`src/hw/rtl/gaussian_peak_eval_assert.svh`:
```
// Assertion macros shared by the RTL of the Gaussian peak evaluator.
// Both macros sample on clk and are disabled while rst_n is low.
`ifndef GAUSSIAN_PEAK_EVAL_ASSERT_SVH
`define GAUSSIAN_PEAK_EVAL_ASSERT_SVH

// Consequent must hold in the same cycle as the antecedent.
`define GPE_ASSERT_SAME(label, ante, cons, msg) \
    label: assert property (@(posedge clk) disable iff (!rst_n) (ante) |-> (cons)) \
        else $error(msg);

// Consequent must hold in the cycle after the antecedent.
`define GPE_ASSERT_NEXT(label, ante, cons, msg) \
    label: assert property (@(posedge clk) disable iff (!rst_n) (ante) |=> (cons)) \
        else $error(msg);

`endif

```
`src/hw/rtl/gpe_pkg.sv`:
```
`timescale 1ns / 1ps
package gpe_pkg;

    // Fixed-point format
    localparam int FRAC_BITS = 16;
    localparam int DATA_W    = 32;
    localparam int WIDTH_W   = 31;

    // Long divider: numerator of sign-extended difference or scaled product
    localparam int QUOT_W     = 32;
    localparam int DIV_BITS   = 2;
    localparam int DIV_STAGES = QUOT_W / DIV_BITS;
    localparam int NUM_W      = DATA_W + 1 + FRAC_BITS;

    // |u| range: the exp term is zero from 8.0 on
    localparam int FAR_SHIFT = 3;
    localparam int A_W       = FRAC_BITS + FAR_SHIFT;

    // exp(-s) datapath in Q.30
    localparam int Q_FRAC    = 30;
    localparam int S_W       = 30;
    localparam int QV_W      = 31;
    localparam int EXP_TERMS = 14;
    localparam int SQUARINGS = 5;
    localparam int E_W       = FRAC_BITS + 1;

    // 1/sqrt(pi) in Q.30 and the split of the scale product
    localparam int K_W     = 30;
    localparam int SPLIT_W = 25;
    localparam int PL_W    = SPLIT_W + K_W;
    localparam int PH_W    = NUM_W - SPLIT_W + K_W;
    localparam int P_W     = NUM_W + K_W;

    typedef logic [DATA_W-1:0]  word_t;
    typedef logic [WIDTH_W-1:0] wid_t;
    typedef logic [WIDTH_W:0]   wid_step_t;
    typedef logic [NUM_W-1:0]   num_t;
    typedef logic [A_W-1:0]     a_t;
    typedef logic [2*A_W-1:0]   asq_t;
    typedef logic [S_W-1:0]     s_t;
    typedef logic [QV_W-1:0]    qv_t;
    typedef logic [QV_W:0]      qvx_t;
    typedef logic [QV_W+1:0]    sum_t;
    typedef logic [QV_W+S_W-1:0] ts_t;
    typedef logic [QV_W+DATA_W-1:0] rp_t;
    typedef logic [2*QV_W-1:0]  qsq_t;
    typedef logic [E_W-1:0]     e_t;
    typedef logic [K_W-1:0]     k_t;
    typedef logic [PL_W-1:0]    pl_t;
    typedef logic [PH_W-1:0]    ph_t;
    typedef logic [P_W-1:0]     p_t;

    localparam k_t  INV_SQRT_PI = k_t'(605793952);
    localparam qv_t Q30_ONE     = qv_t'(1) << Q_FRAC;
    localparam qv_t Q30_HALF    = qv_t'(1) << (Q_FRAC - 1);

    // Configuration register indexes
    localparam int CFG_IDX_W = 2;
    typedef logic [CFG_IDX_W-1:0] cfg_idx_t;
    localparam cfg_idx_t REG_AMPLITUDE = cfg_idx_t'(0);
    localparam cfg_idx_t REG_CENTROID  = cfg_idx_t'(1);
    localparam cfg_idx_t REG_WIDTH     = cfg_idx_t'(2);

    localparam word_t AMP_RESET   = word_t'(1) << FRAC_BITS;
    localparam word_t CENT_RESET  = '0;
    localparam wid_t  WIDTH_RESET = wid_t'(1) << FRAC_BITS;

    localparam word_t SAT_POS = {1'b0, {(DATA_W-1){1'b1}}};
    localparam word_t SAT_NEG = {1'b1, {(DATA_W-1){1'b0}}};

    typedef struct packed {
        logic valid;
        logic tag;
        num_t num;
    } div_req_t;

    typedef struct packed {
        logic                valid;
        logic                tag;
        wid_t                rem;
        logic [QUOT_W-1:0]   low;
        logic [QUOT_W-1:0]   quot;
    } div_stage_t;

    typedef struct packed {
        logic valid;
        logic far;
        a_t   a;
    } exp_req_t;

    typedef struct packed {
        logic valid;
        logic far;
        s_t   s;
        sum_t sum;
        qv_t  term;
        qv_t  v;
    } exp_stage_t;

    typedef struct packed {
        logic valid;
        logic far;
        qv_t  e;
    } sq_stage_t;

    // One restoring division step: returns {quotient bit, new remainder}
    function automatic wid_step_t div_step(input wid_t rem, input logic nb, input wid_t dvs);
        wid_step_t trial;
        wid_step_t diff;
        trial = {rem, nb};
        diff  = trial - {1'b0, dvs};
        if (trial >= {1'b0, dvs})
            return {1'b1, diff[WIDTH_W-1:0]};
        else
            return {1'b0, trial[WIDTH_W-1:0]};
    endfunction

endpackage

```
`src/hw/rtl/gpe_div.sv`:
```
`timescale 1ns / 1ps
// Pipelined restoring divider, DIV_BITS quotient bits per stage.
// The caller guarantees num / divisor < 2^QUOT_W unless tag marks the item.
module gpe_div (
    input  logic                clk,
    input  logic                rst_n,
    input  logic                en,
    input  gpe_pkg::div_req_t   req,
    input  gpe_pkg::wid_t       divisor,
    output gpe_pkg::div_stage_t rsp
);

    gpe_pkg::div_stage_t stage_reg  [gpe_pkg::DIV_STAGES];
    gpe_pkg::div_stage_t stage_next [gpe_pkg::DIV_STAGES];
    gpe_pkg::div_stage_t head;

    always_comb
    begin
        head.valid = req.valid;
        head.tag   = req.tag;
        head.rem   = gpe_pkg::wid_t'(req.num[gpe_pkg::NUM_W-1:gpe_pkg::QUOT_W]);
        head.low   = req.num[gpe_pkg::QUOT_W-1:0];
        head.quot  = '0;
    end

    for (genvar k = 0; k < gpe_pkg::DIV_STAGES; k++)
    begin : g_stage
        gpe_pkg::div_stage_t src;

        if (k == 0)
        begin : g_first
            assign src = head;
        end
        else
        begin : g_rest
            assign src = stage_reg[k-1];
        end

        always_comb
        begin
            gpe_pkg::div_stage_t cur;
            gpe_pkg::wid_step_t  step;
            cur = src;
            for (int b = 0; b < gpe_pkg::DIV_BITS; b++)
            begin
                step     = gpe_pkg::div_step(cur.rem, cur.low[gpe_pkg::QUOT_W-1], divisor);
                cur.rem  = step[gpe_pkg::WIDTH_W-1:0];
                cur.quot = {cur.quot[gpe_pkg::QUOT_W-2:0], step[gpe_pkg::WIDTH_W]};
                cur.low  = {cur.low[gpe_pkg::QUOT_W-2:0], 1'b0};
            end
            stage_next[k] = cur;
        end

        always_ff @(posedge clk or negedge rst_n)
        begin
            if (!rst_n)
                stage_reg[k] <= '0;
            else if (en)
                stage_reg[k] <= stage_next[k];
        end
    end

    assign rsp = stage_reg[gpe_pkg::DIV_STAGES-1];

endmodule

```
`config.mk`:
```
export PLATFORM = sky130hd
export DESIGN_NAME = gpe_div
export DESIGN_NICKNAME = d
export VERILOG_FILES = /design/src/hw/rtl/gaussian_peak_eval_assert.svh /design/src/hw/rtl/gpe_pkg.sv /design/src/hw/rtl/gpe_div.sv
export SDC_FILE = /design/constraint.sdc
export NUM_CORES = 2
export LEC_CHECK = 0
export ABC_AREA = 0
export BUFFER_PORTS_ARGS = -buffer_cell sky130_fd_sc_hd__buf_2
export CORE_ASPECT_RATIO = 1.4
export CORE_UTILIZATION = 30
export DETAILED_ROUTE_END_ITERATION = 7
export SLEW_MARGIN = 25
export SYNTH_ARGS = -nofsm -noshare
export SYNTH_HDL_FRONTEND = slang
export SYNTH_SLANG_ARGS = --single-unit
export TNS_END_PERCENT = 20
```
`constraint.sdc`:
```
create_clock -name clk -period 13.4 [get_ports clk]
set_input_delay 2.01 -clock clk [delete_from_list [all_inputs] [get_ports clk]]
set_output_delay 2.01 -clock clk [all_outputs]
set_load 0.01 [all_outputs]
```
==> reports/results.txt <==
Status -> completed
Die area -> 322000 um^2
Row count -> 245
Most frequent cells in the layout -> a21oi_1 (1280), nor2_1 (1089), dfrtp_1 (1040)
Post-synthesis cell type count -> 100
Yosys reg bits -> 1040
Routability congestion estimate -> 0.958
Gate Count Post-Synth -> 11214
Synth async-reset ratio -> 100%
Crit-path most repeated cell -> buf_4
Total gr overflow -> 0
Post-synthesis cell area -> 95900 um^2
Fill cells -> 33238
Unrepaired setup endpoints after global routing -> false
Avg Cell Area, Syn -> 8.55 um^2
CP Class -> in -> reg
WL per Instance -> 20.7 um
Fin nets -> 12326
Worst hold path class -> reg -> reg
Post-CTS sizing -> 0
First-pass GRT wire length -> 489000 um
Final worst path period need -> 9270 ps
Starting Density -> 30.2%
Crit path max-delay cell type -> a211oi_4
Post-synthesis sequential area ratio -> 27.1%
Req. time, crit path -> 14060 ps
Clock sink count -> 1040
Die H -> 671 um
Vias in the first global route -> 83035
Total negative setup slack -> 0 ps
Clk buf depth -> 3
H-Tree Depth -> 3
Area grow syn2layout -> 10.5%
Yosys warns -> 0
Total track usage -> 19.4%
Most common cell after layout, fill and taps aside -> a21oi_1
Fin. max-slew vios -> 0
Skew-Pair Late Insertion Delay -> 820 ps
MaxCap Viol Count -> 0
DRT iter0 DRCs -> 5269
Drt total wl -> 322000 um
Crit. End Element -> register
CP Data Arrival Time -> 9930 ps
I/O pin cnt -> 182
EDFF count, synth -> 0
Die Wd -> 480 um
Share of cells above drive strength 1 -> 11.3%
Fin crit share -> 69.2%
CP Max Fanout -> 37
TritonCTS clock tree -> yes
Clock skew -> 100 ps
Setup-failing EPs final -> 0
Worst-margin pin slew -> 1070 ps
Clk slew on worst S/H paths -> 60 ps
Most used DFF post-synth -> dfrtp_1
Largest net degree at the start of global routing -> 198
Hpwl dp -> 245000 um
Root Driver -> clkbuf_16
Worst slew margin -> 28.5%
Total number of vias -> 84820
Final core occ -> 33.3%
Fmax -> 108 MHz
Post-CTS setup buffer count -> 0
Drt drc -> 0
Max stage delay on crit path -> 520 ps
Final hold vios -> 0
CORE AREA -> 318000 um^2
# port buffers -> 149
First-pass DRT Iterations -> 7
Antenna viol nets, final -> 0
Num CTS Buffers -> 115
CP Launch Type -> primary input
Hold buffer count at CTS -> 0
Antenna violations before repair -> 13
DR vias/cell -> 5.46
==> final cells by class <==
type	instances	area, um^2	share of cell area [%]
clock inverter	77	1120	1.06
multi-input combinational	9417	66900	63.2
sequential	1040	26000	24.6
timing repair buffer	290	2090	1.97
inverter	366	1380	1.30
antenna	7	17.5	0.0165
tap	4199	5250	4.96
clock buffer	139	3130	2.96
==> critical path: cells and delay by family <==
kind	cells	cell delay (ps)
fa+ha+maj	3	910
mux	2	400
simple gates	5	1180
compound gates	13	3540
buf+inv	5	1790
==> stage by stage <==
step,area (um^2),hold WS (ps),std cells,setup WS [ps]
floorplan,96000,446,11245,4710
global placement,102000,459,15310,3460
detailed placement,102000,472,15310,3430
CTS,106000,436,15526,4230
global route,106000,476,15529,3490
finish,106000,421,15535,4130
==> metal layers <==
metal	global-route usage (%)	routed length, um	vias to the layer above
li1	-	-	41298
met1	21.9	128000	40703
met2	34.3	158000	2017
met3	2.39	13300	790
met4	12.4	23000	12
met5	0	71	-
==> flip-flops by register name (all words and copies together) (netlist names) <==
name	flops
g_stage.src	495
rsp	65
g_stage.$7.cur	480
==> synth_stat cells, drive strengths merged (304+ instances only) <==
| cell | n | area, um^2 |
|---|---|---|
| ha | 979 | 12200 |
| xnor2 | 492 | 4310 |
| a21o | 435 | 3270 |
| nor2 | 1094 | 4110 |
| nand2 | 813 | 3050 |
| mux2i | 351 | 3510 |
| inv | 366 | 1370 |
| a21oi | 1282 | 6420 |
| mux2 | 610 | 6870 |
| dfrtp | 1040 | 26000 |
| clkbuf | 314 | 1180 |
| o21ai | 720 | 3610 |
| xor2 | 304 | 2660 |
==> path summary, 6_finish.rpt <==
kind	depth (start not counted)	startpoint	slack (ps)	end
max	28	divisor[0]	4130	g_stage[8].src[65]
min	2	g_stage[1].$7.cur[62]	420	g_stage[2].src[62]
max reg2reg	26	g_stage[3].src[63]	5380	g_stage[4].src[88]
min reg2reg	2	g_stage[1].$7.cur[62]	420	g_stage[2].src[62]
max in group asynchronous	5	rst_n	9280	g_stage[2].$7.cur[55]
min in group asynchronous	1	rst_n	1130	rsp[73]
==> cell families (layout without fill, tap and decap cells) <==
family          count (synthesis)  in the layout  share of synthesized area (%)
compound gates               3527           3527                           23.0
flops                        1040           1040                           27.1
buf+inv                       788            872                           3.35
other cells                     1             39                        0.00391
mux                           961            961                           10.8
xor+xnor                      796            796                           7.27
simple gates                 3090           3090                           15.0
fa+ha+maj                    1011           1011                           13.4
Power is left out: the tool's default activity adds up to more than one toggle a clock period on the data nets, which glitch-free logic cannot reach.
